**src/pem_pkg.sv**
```systemverilog
// shared types, sizes and constants for the prewitt edge magnitude block
`timescale 1ns / 1ps

package pem_pkg;

    localparam int MAX_WIDTH  = 4096;
    localparam int MAX_HEIGHT = 4096;
    localparam int MIN_SIZE   = 3;

    // coordinate and size widths
    localparam int COORD_W = $clog2(MAX_WIDTH);
    localparam int SIZE_W  = 13;
    localparam int PIX_W   = 8;
    localparam int SUM_W   = PIX_W + 2;
    localparam int GRAD_W  = SUM_W + 1;

    localparam int PADDR_W = 3;
    localparam int PDATA_W = 32;

    localparam logic [SIZE_W-1:0] WIDTH_RESET  = SIZE_W'(640);
    localparam logic [SIZE_W-1:0] HEIGHT_RESET = SIZE_W'(480);

    localparam logic [PIX_W-1:0] PIX_MAX = PIX_W'(255);

    typedef enum logic {
        REG_WIDTH  = 1'b0,
        REG_HEIGHT = 1'b1
    } t_reg_idx;

    typedef logic signed [GRAD_W-1:0] t_grad;

    // bound a configured size to [MIN_SIZE, hi]
    function automatic logic [SIZE_W-1:0] clamp_size(input logic [SIZE_W-1:0] v,
                                                     input logic [SIZE_W-1:0] hi);
        logic [SIZE_W-1:0] res;
        if (v < SIZE_W'(MIN_SIZE)) begin
            res = SIZE_W'(MIN_SIZE);
        end else if (v > hi) begin
            res = hi;
        end else begin
            res = v;
        end
        return res;
    endfunction

endpackage

```
**src/pem_magnitude.sv**
```systemverilog
// absolute value, clamping and saturating sum of the two gradients
`timescale 1ns / 1ps

module pem_magnitude (
    input  pem_pkg::t_grad                i_gv,
    input  pem_pkg::t_grad                i_gh,
    output logic [pem_pkg::PIX_W-1:0]     o_magnitude
);

    logic [pem_pkg::GRAD_W-1:0] abs_v;
    logic [pem_pkg::GRAD_W-1:0] abs_h;
    logic [pem_pkg::PIX_W-1:0]  clip_v;
    logic [pem_pkg::PIX_W-1:0]  clip_h;
    logic [pem_pkg::PIX_W:0]    sum;

    always_comb begin
        abs_v = i_gv[pem_pkg::GRAD_W-1] ? pem_pkg::GRAD_W'(-i_gv) : pem_pkg::GRAD_W'(i_gv);
        abs_h = i_gh[pem_pkg::GRAD_W-1] ? pem_pkg::GRAD_W'(-i_gh) : pem_pkg::GRAD_W'(i_gh);
        clip_v = (abs_v > pem_pkg::GRAD_W'(pem_pkg::PIX_MAX)) ? pem_pkg::PIX_MAX
                                                               : abs_v[pem_pkg::PIX_W-1:0];
        clip_h = (abs_h > pem_pkg::GRAD_W'(pem_pkg::PIX_MAX)) ? pem_pkg::PIX_MAX
                                                               : abs_h[pem_pkg::PIX_W-1:0];
        sum = {1'b0, clip_v} + {1'b0, clip_h};
        o_magnitude = sum[pem_pkg::PIX_W] ? pem_pkg::PIX_MAX : sum[pem_pkg::PIX_W-1:0];
    end

endmodule

```
**config.mk**
```make
export PLATFORM = sky130hd
export DESIGN_NAME = pem_magnitude
export DESIGN_NICKNAME = d
export VERILOG_FILES = /design/src/pem_pkg.sv /design/src/pem_magnitude.sv
export SDC_FILE = /design/constraint.sdc
export NUM_CORES = 1
export LEC_CHECK = 0
export CAP_MARGIN = 10
export CORE_UTILIZATION = 67
export DETAILED_ROUTE_END_ITERATION = 7
export DONT_BUFFER_PORTS = 1
export GPL_TIMING_DRIVEN = 0
export PLACE_DENSITY_LB_ADDON = 0.2
export SLEW_MARGIN = 20
export SYNTH_ARGS = -nofsm -noshare
export SYNTH_HDL_FRONTEND = slang
export SYNTH_SLANG_ARGS = --single-unit
```
**constraint.sdc**
```tcl
create_clock -name vclk -period 18.3
set_clock_uncertainty 0.2 [all_clocks]
set_input_delay 5.49 -clock vclk [all_inputs]
set_output_delay 5.49 -clock vclk [all_outputs]
set_load 0.05 [all_outputs]
```
# == Yosys cells after proc, flatten, opt, wreduce, memory -nomap -nowiden ==
# Cells that the tools add are included.
# op_classes
addsub,3
magnitude_cmp,2
n_mux,5
# ops
op,count
$mux 8,3
$gt 11x8->1 const B,2
$mux 11,2
$neg 11->11,2
$add 8x8->9,1
# totals
regBits,0
inputBits,22
out_inout_bits,8
word_cells,10

# == Logic depth before layout (Yosys ltp) ==
# Gate-level depths: netlist (run 1).
# depth
depth_word,6
ltp_mapped,12
depth_no_buf,12

# == Least setup slack after synthesis (run 1) ==
# OpenSTA, ideal clock, no wires.
# synth_timing
path_type,input-to-output
from,in i_gv[1]
to,out o_magnitude[4] in the netlist's numbering
arrival_ns,8.977
t_required_ns,12.610
slack_ns,3.633
cell_stages,11
n_path_buf,0
path_cell_list,inv_1 > ha_1 > or4b_4 > nor4_4 > mux2i_2 > o21ai_1 > ha_1 > fa_1 > a211oi_1 > nor2_1 > o21ai_0
# synth_via
elab_chain_cells,6
# synth_lines
item,line,rtl
from (decl),pem_magnitude.sv:5,"input pem_pkg::t_grad i_gv,"
$neg 11->11,pem_magnitude.sv:17,abs_v = i_gv[pem_pkg::GRAD_W-1] ? pem_pkg::GRAD_W'(-i_gv) : pem_pkg::GRAD_W'(i_gv);
$mux 11 *,pem_magnitude.sv:17,
$gt 11x8->1,pem_magnitude.sv:19,clip_v = (abs_v > pem_pkg::GRAD_W'(pem_pkg::PIX_MAX)) ? pem_pkg::PIX_MAX
$mux 8 *,pem_magnitude.sv:19,
$add 8x8->9 *,pem_magnitude.sv:23,"sum = {1'b0, clip_v} + {1'b0, clip_h};"
$mux 8 *,pem_magnitude.sv:24,o_magnitude = sum[pem_pkg::PIX_W] ? pem_pkg::PIX_MAX : sum[pem_pkg::PIX_W-1:0];
to (decl),pem_magnitude.sv:7,output logic [pem_pkg::PIX_W-1:0] o_magnitude
# Every way passes the cells marked *; elsewhere a longest branch is shown, timed or not.

# == Final worst setup path (run 1) ==
# layout_timing
from,in i_gv[1]
to,out o_magnitude[6] in the netlist's numbering
# Same word-level chain as after synthesis.

==> results of run 1 <==
==> routing by layer <==
layer | global-route usage, % | vias to the layer above | wire length [um]
met5 | 0 | - | 0
met3 | 0.581 | 2 | 85
met1 | 36.5 | 429 | 882
met4 | 4.46 | 0 | 17
met2 | 53.8 | 32 | 906
li1 | - | 485 | -
==> layout by cell type (no fill, tap or decap), drive strengths merged, types with 3 or more instances in the layout <==
master and instances:
o21ai 27, or4 3, nor2 9, xor2 8, xnor2 5, nor2b 4, inv 6, nand2 5
ha 10, a211oi 4, nand3 4, nor4 4
==> cell type report <==
cell class                      count  share of cell area [%]
Tap cell                           14                    1.95
Buffer                              2                   0.834
Multi-Input combinational cell    116                    94.7
Inverter                            6                    2.50
==> worst max path at each step <==
stage,startpoint,to,cells past startpoint
floorplan,i_gv[1],o_magnitude[4],11
global placement,i_gv[1],o_magnitude[4],11
detailed placement,i_gv[1],o_magnitude[6],12
CTS,i_gv[1],o_magnitude[6],12
global route,i_gv[0],o_magnitude[5],12
finish,i_gv[1],o_magnitude[6],12
==> tightest hold or removal path, stage by stage <==
cell                       delay [ns]
sky130_fd_sc_hd__inv_1           0.03
sky130_fd_sc_hd__o21ai_1         0.07
sky130_fd_sc_hd__ha_1            0.14
sky130_fd_sc_hd__nand2b_1        0.43
==> kinds of logic after synthesis <==
| family | after synthesis | share of synthesized area [%] |
|---|---|---|
| AO/OA/AOI/OAI | 50 | 36.6 |
| multiplexers | 1 | 1.56 |
| AND/OR/NAND/NOR | 41 | 29.1 |
| XOR/XNOR | 13 | 12.9 |
| buffers and inverters | 8 | 3.40 |
| adder cells (fa/ha/maj) | 11 | 16.5 |
==> power by group through the flow <==
| stage | clock [uW] | combinational, uW | sequential (uW) |
|---|---|---|---|
| after detailed placement | 0 | 26.5 | 0 |
| after global placement | 0 | 25.5 | 0 |
| after global routing | 0 | 30.0 | 0 |
| final | 0 | 26.7 | 0 |
| after CTS | 0 | 26.6 | 0 |
| after floorplan | 0 | 22.8 | 0 |
==> stage by stage <==
stage	worst slack, ns	cell area, um^2	total power [uW]	cells
final	3.53	900	26.7	138
after global routing	3.23	900	30.0	138
after CTS	3.57	900	26.6	138
after detailed placement	3.60	900	26.5	138
after global placement	3.44	900	25.5	138
after floorplan	3.63	882	22.8	124
==> cell usage after synthesis (3+ instances only) <==
master	number	area (um^2)
sky130_fd_sc_hd__inv_1	6	22.5
sky130_fd_sc_hd__ha_1	10	125
sky130_fd_sc_hd__nor2b_1	4	25.0
sky130_fd_sc_hd__nand3_1	4	20.0
sky130_fd_sc_hd__xor2_1	8	70.1
sky130_fd_sc_hd__nor2_1	9	33.8
sky130_fd_sc_hd__o21ai_1	8	40.0
sky130_fd_sc_hd__xnor2_1	5	43.8
sky130_fd_sc_hd__o21ai_0	19	95.1
sky130_fd_sc_hd__a211oi_1	4	30.0
sky130_fd_sc_hd__nand2_1	5	18.8
sky130_fd_sc_hd__or4_1	3	22.5
==> metrics.md, run 1 <==
| Metric | Value |
|---|---|
| Largest voltage drop on the vdd net | 15.2 uV |
| Cells after Synth | 124 |
| Final Critical Period | 14.77 ns |
| P_sw | 17.4 uW |
| Routed via count divided by cell count | 6.87 |
| Wire length per cell after detailed routing | 13.7 um |
| Clock network fraction of total power | 0% |
| Detailed-route wire length | 1890 um |
| Setup Buffers After CTS | 0 |
| Sequential fraction of design power | 0% |
| Std-Cell Rows | 12 |
| Die outline height | 38.3 um |
| Antenna Nets Post-Route | 0 |
| Element type at the critical path start | input pin |
| Layout clock buffer count | 0 |
| Router iterations before antenna repair | 4 |
| All-Layer GR Usage | 28.7% |
| Drc violations | 0 |
| Delay of the slowest critical-path stage | 0.67 ns |
| Slew at the pin closest to its max-slew limit | 0.939 ns |
| Arrival time worst endpoint | 9.08 ns |
| Overflow after GRT | 0 |
| Netlist area before placement | 882 um^2 |
| Internal power | 9.33 uW |
| Largest net degree at the start of global routing | 11 |
| Detailed router's first-iteration violation count | 15 |
| Port Buf Inserts | 0 |
| Master of the slowest instance on the critical path | sky130_fd_sc_hd__nor2_1 |
| Total count of hold-check failures in the final report | 0 |
| Type of destination of the critical path | primary output |
| Cell leakage power | 0.000298 uW |
| Number of flip-flops and latches | 0 |
| Share of power burned in combinational logic | 100.0% |
| Status | finished clean |
| Yosys warning total | 0 |
| Horizontal extent of the die | 38.3 um |
| Via count of the first global-routing pass | 833 |
| Cell repeated most along the worst path | sky130_fd_sc_hd__ha_1 |
| Area Overhead vs Synth | 1.99% |
| Diodes inserted | 0 |
| Final sum of negative setup slack | 0 ns |
| Final net count | 159 |
| Synthesized Nets | 157 |
| Max Fanout on Critical Path | 8 |
| Vias post-DR | 948 |
| Share of total power consumed by net switching | 65.1% |
| Final design utilization | 76.8% |
| Buffers & Inverters on Critical Path | 1 |
| Routability congestion estimate | 0.848 |
| End point of the most critical hold path | o_magnitude[0] |
| Worst Setup Path Type | input pin to primary output |
| Number of antenna violations at the first check in global routing | 0 |
| Required time at the endpoint of the critical path | 12.61 ns |
| Fill cell total of the finished layout | 95 |
| Max-slew violation count | 0 |
| Worst hold slack after final layout | 11.45 ns |
| Sequential cell area in the final layout | 0 um^2 |
| Multi-input gate area in the final layout | 852 um^2 |
| Proportion of synthesized chip area in sequential cells | 0% |
| Post-CTS resize count | 0 |
| Avg Synthesized Cell Area | 7.11 um^2 |
| Unrepaired setup endpoints after global routing | no |
| Effective utilization at floorplan | 75.3% |
| Worst rel slew slack | 37.0% |
| Worst path top cell family by delay | simple AND/OR/NAND/NOR gates |
| Area of the die | 0.00147 mm^2 |
| Cell Chain, Critical Path | inv_1 > ha_1 > or4b_4 > nor4_4 > mux2i_2 > o21ai_1 > ha_1 > fa_1 > a21oi_1 > o211ai_1 > o211a_1 > nor2_1 |
| Fmax achieved | 67.7 MHz |
| Top-Level Pins | 30 |
| First-pass GRT wire length | 3130 um |
| Proportion of layout cells with a drive suffix above 1 | 5.65% |
| Number of maximum-capacitance constraint violations | 0 |
| Final worst path period share | 80.7% |
| Cell area power density | 29.7 mW/mm^2 |
| Number of distinct library cells after synthesis | 41 |
| DP Wirelength | 1580 um |
| Number of stages on the worst hold path | 4 |
| Final setup violation count | 0 |
| CORE AREA | 0.00117 mm^2 |
| Post-CTS Hold Fix Bufs | 0 |
| Type of the worst min-delay path | input pin to primary output |
| Worst hold path startpoint | i_gv[0] |
(Power assumes the default switching activity.)
==> run 2: changes to the inputs <==
--- a/config.mk
+++ b/config.mk
@@ -5,6 +5,7 @@
 export SDC_FILE = /design/constraint.sdc
 export NUM_CORES = 1
 export LEC_CHECK = 0
+export ABC_AREA = 1
 export CAP_MARGIN = 10
 export CORE_UTILIZATION = 67
 export DETAILED_ROUTE_END_ITERATION = 7
==> constraint.sdc (replaced) <==
create_clock -name vclk -period 15.45
set_clock_uncertainty 0.2 [all_clocks]
set_input_delay 4.635 -clock vclk [all_inputs]
set_output_delay 4.635 -clock vclk [all_outputs]
set_load 0.05 [all_outputs]
==> run 2 against run 1 <==
Against the previous run:
- first-iteration DRC count up 93%
- flip-flop and latch count unchanged
- routed wire length grew 18%
- core utilization shrank 0.45 points
- synthesized cell count is 49% higher
- critical path type unchanged
- combinational power increased by 92%
- total power is 92% higher
- worst hold slack got worse by 1.7 ns
==> metrics.md, run 2 <==
| Metric | Value |
|---|---|
| Vias post-DR | 1121 (was 948) |
| Final sum of negative setup slack | 0 ns (unchanged) |
| Synth top area cells | sky130_fd_sc_hd__nand2_1 (19%), sky130_fd_sc_hd__nand3_1 (15%), sky130_fd_sc_hd__ha_1 (12%) (was sky130_fd_sc_hd__ha_1 (14%), sky130_fd_sc_hd__o21ai_0 (11%), sky130_fd_sc_hd__xor2_1 (7.9%)) |
| First-pass GRT wire length | 3400 um (was 3130 um) |
| Element type at the critical path start | input pin (unchanged) |
| Most common cell in the netlist | sky130_fd_sc_hd__nand2_1 (was sky130_fd_sc_hd__o21ai_0) |
| Drc violations | 0 (unchanged) |
| Unrepaired setup endpoints after global routing | no (unchanged) |
| Number of maximum-capacitance constraint violations | 0 (unchanged) |
| CORE AREA | 0.00135 mm^2 (was 0.00117 mm^2) |
| Final setup violation count | 0 (unchanged) |
| Internal power | 15.4 uW (was 9.33 uW) |
| Fraction of synthesized cell area taken by the top area cell type | 18.9% (was 14.2%) |
| Std-Cell Rows | 13 (was 12) |
| Proportion of layout cells with a drive suffix above 1 | 11.9% (was 5.65%) |
| Wire length per cell after detailed routing | 11.2 um (was 13.7 um) |
| Synthesized Nets | 218 (was 157) |
| Cell area power density | 49.7 mW/mm^2 (was 29.7 mW/mm^2) |
| Crit path capture | o_magnitude[0] (was o_magnitude[6]) |
| Post-CTS Hold Fix Bufs | 0 (unchanged) |
| Number of flip-flops and latches | 0 (unchanged) |
| Fmax achieved | 82.5 MHz |
| Die outline height | 40.9 um (was 38.3 um) |
| Routability congestion estimate | 0.821 (was 0.848) |
| Largest net degree at the start of global routing | 9 (was 11) |
| Max-slew violation count | 0 (unchanged) |
| Yosys warning total | 0 (unchanged) |
| Routed via count divided by cell count | 5.61 (was 6.87) |
| Number of antenna violations at the first check in global routing | 0 (unchanged) |
| Netlist area before placement | 0.00101 mm^2 (was 882 um^2) |
| Cell taking the most area after synthesis | sky130_fd_sc_hd__nand2_1 (was sky130_fd_sc_hd__ha_1) |
| Arrival time worst endpoint | 7.29 ns (was 9.08 ns) |
| Top-Level Pins | 30 (unchanged) |
| Proportion of synthesized chip area in sequential cells | 0% (unchanged) |
| Total count of hold-check failures in the final report | 0 (unchanged) |
| Status | finished clean (unchanged) |
| Avg Synthesized Cell Area | 5.47 um^2 (was 7.11 um^2) |
| Required time at the endpoint of the critical path | 10.62 ns (was 12.61 ns) |
| Largest voltage drop on the vdd net | 22.9 uV (was 15.2 uV) |
| P_sw | 35.8 uW (was 17.4 uW) |
| Router iterations before antenna repair | 4 (unchanged) |
| Diodes inserted | 0 (unchanged) |
| DP Wirelength | 1960 um (was 1580 um) |
| Cell leakage power | 0.000534 uW (was 0.000298 uW) |
| Clock network fraction of total power | 0% (about the same) |
| Fin area | 0.00103 mm^2 (was 900 um^2) |
| Final Critical Period | 12.13 ns |
| Number of distinct library cells after synthesis | 24 (was 41) |
| Type of the worst min-delay path | input pin to primary output (unchanged) |
| Effective utilization at floorplan | 75.0% (was 75.3%) |
| Worst Setup Path Type | input pin to primary output (unchanged) |
| Port Buf Inserts | 0 (unchanged) |
| Leading cell type in the layout, fill and taps excluded | sky130_fd_sc_hd__nand2_1 (was sky130_fd_sc_hd__o21ai_0) |
| Overflow after GRT | 0 (unchanged) |
| Setup Buffers After CTS | 0 (unchanged) |
| Instance area at placement | 0.00103 mm^2 (was 900 um^2) |
| Sequential cell area in the final layout | 0 um^2 (unchanged) |
| Commonest non-fill, non-tap cells in the layout | sky130_fd_sc_hd__nand2_1 (51), sky130_fd_sc_hd__nand3_1 (30), sky130_fd_sc_hd__inv_1 (27) (was sky130_fd_sc_hd__o21ai_0 (16), sky130_fd_sc_hd__o21ai_1 (11), sky130_fd_sc_hd__ha_1 (10)) |
| Share of power burned in combinational logic | 100.0% (about the same) |
| Sequential fraction of design power | 0% (about the same) |
| Detailed router's first-iteration violation count | 29 (was 15) |
| Area Overhead vs Synth | 1.85% (was 1.99%) |
| Antenna Nets Post-Route | 0 (unchanged) |
| Critical path launch point | i_gh[0] (was i_gv[1]) |
| Type of destination of the critical path | primary output (unchanged) |
| Final worst path period share | 78.5% |
| Via count of the first global-routing pass | 870 (was 833) |
| Horizontal extent of the die | 40.9 um (was 38.3 um) |
| DP Cell Count | 200 (was 138) |
| All-Layer GR Usage | 29.1% (was 28.7%) |
| Slew at the pin closest to its max-slew limit | 0.596 ns (was 0.939 ns) |
| Final net count | 220 (was 159) |
| Area of the die | 0.00167 mm^2 (was 0.00147 mm^2) |
| Final Non-Filler Cells | 200 (was 138) |
| Post-CTS resize count | 0 (unchanged) |
| Synth cell count leaders | sky130_fd_sc_hd__nand2_1 (51), sky130_fd_sc_hd__nand3_1 (30), sky130_fd_sc_hd__inv_1 (27), sky130_fd_sc_hd__nor2_1 (18), sky130_fd_sc_hd__ha_1 (10) (was sky130_fd_sc_hd__o21ai_0 (19), sky130_fd_sc_hd__ha_1 (10), sky130_fd_sc_hd__nor2_1 (9), sky130_fd_sc_hd__o21ai_1 (8), sky130_fd_sc_hd__xor2_1 (8)) |
| Max Fanout on Critical Path | 8 (unchanged) |
| Cells after Synth | 185 (was 124) |
| Share of total power consumed by net switching | 69.9% (was 65.1%) |
| Layout clock buffer count | 0 (unchanged) |
| Detailed-route wire length | 2230 um (was 1890 um) |
| Worst rel slew slack | 60.3% (was 37.0%) |
## run 2: changes by cell type after synthesis, sizes merged, moves of 4 or more
cell    before  now
a211oi       4    0
nor2b        4    0
nor2         9   21
inv          6   30
nand2        5   57
nand4        1    6
o21ai       27   10
xnor2        5    1
nor4         4    0
nand3        4   33
## run 2: worst min-delay path by stage
| stage | startpoint | endpoint | slack, ns | depth (start not counted) |
|---|---|---|---|---|
| after detailed placement | i_gv[0] | o_magnitude[0] | 9.71 | 5 |
| after CTS | i_gv[0] | o_magnitude[0] | 9.71 | 5 |
| final | i_gv[0] | o_magnitude[0] | 9.71 | 5 |
| after floorplan | i_gv[10] | o_magnitude[7] | 9.66 | 5 |
| after global routing | i_gv[10] | o_magnitude[0] | 9.75 | 5 |
| after global placement | i_gv[0] | o_magnitude[0] | 9.70 | 5 |
## run 2: area by class of cell
class | count | area [um^2]
inverter | 30 | 113
buffer | 1 | 7.51
tap | 15 | 18.8
fill | 125 | 319
multi-input combinational | 154 | 892
## run 2: critical path: stages
cell and delay [ns]:
sky130_fd_sc_hd__inv_1 0.10, sky130_fd_sc_hd__ha_1 0.22, sky130_fd_sc_hd__nand3_1 0.12, sky130_fd_sc_hd__nor2_2 0.15
sky130_fd_sc_hd__nand2_1 0.06, sky130_fd_sc_hd__nand2_1 0.05, sky130_fd_sc_hd__nand2_1 0.07, sky130_fd_sc_hd__nand2_4 0.10
sky130_fd_sc_hd__nand3_1 0.10, sky130_fd_sc_hd__ha_1 0.24, sky130_fd_sc_hd__fa_1 0.44, sky130_fd_sc_hd__nand2_2 0.10
sky130_fd_sc_hd__inv_2 0.04, sky130_fd_sc_hd__o21ai_2 0.11, sky130_fd_sc_hd__nand2_2 0.09, sky130_fd_sc_hd__a21oi_4 0.27
sky130_fd_sc_hd__nand2_1 0.37
## run 2: metrics by stage
| stage | util, % | total power (uW) | setup WS, ns | hold WS, ns |
|---|---|---|---|---|
| after detailed placement | 76.4 | 51.0 | 3.31 | 9.71 |
| final | 76.4 | 51.3 | 3.32 | 9.71 |
| after CTS | 76.4 | 51.2 | 3.30 | 9.71 |
| after floorplan | - | 44.7 | 3.62 | 9.66 |
| after global routing | 76.4 | 57.6 | 3.10 | 9.75 |
| after global placement | 76.4 | 49.0 | 3.41 | 9.70 |
## run 2: cell families (layout without fill, tap and decap cells)
logic type	after synthesis	after routing	share of synthesized area [%]
AOI/OAI and AO/OA	17	17	11.9
xor gates and xnor gates	9	9	7.79
adders and majority gates	11	11	14.3
buffers and inverters	31	31	11.9
and+or+nand+nor	117	117	54.1
## run 2: power by group through the flow
stage	combinational [uW]	sequential, uW	clock [uW]
after floorplan	44.7	0	0
after detailed placement	51.0	0	0
after global routing	57.6	0	0
after CTS	51.2	0	0
after global placement	49.0	0	0
final	51.3	0	0
## run 2: per-layer routing
layer	global-route usage (%)	share of wire [%]
met5	0	0
met4	1.67	0
met2	54.3	51
met3	2.17	4.0
met1	37.2	45
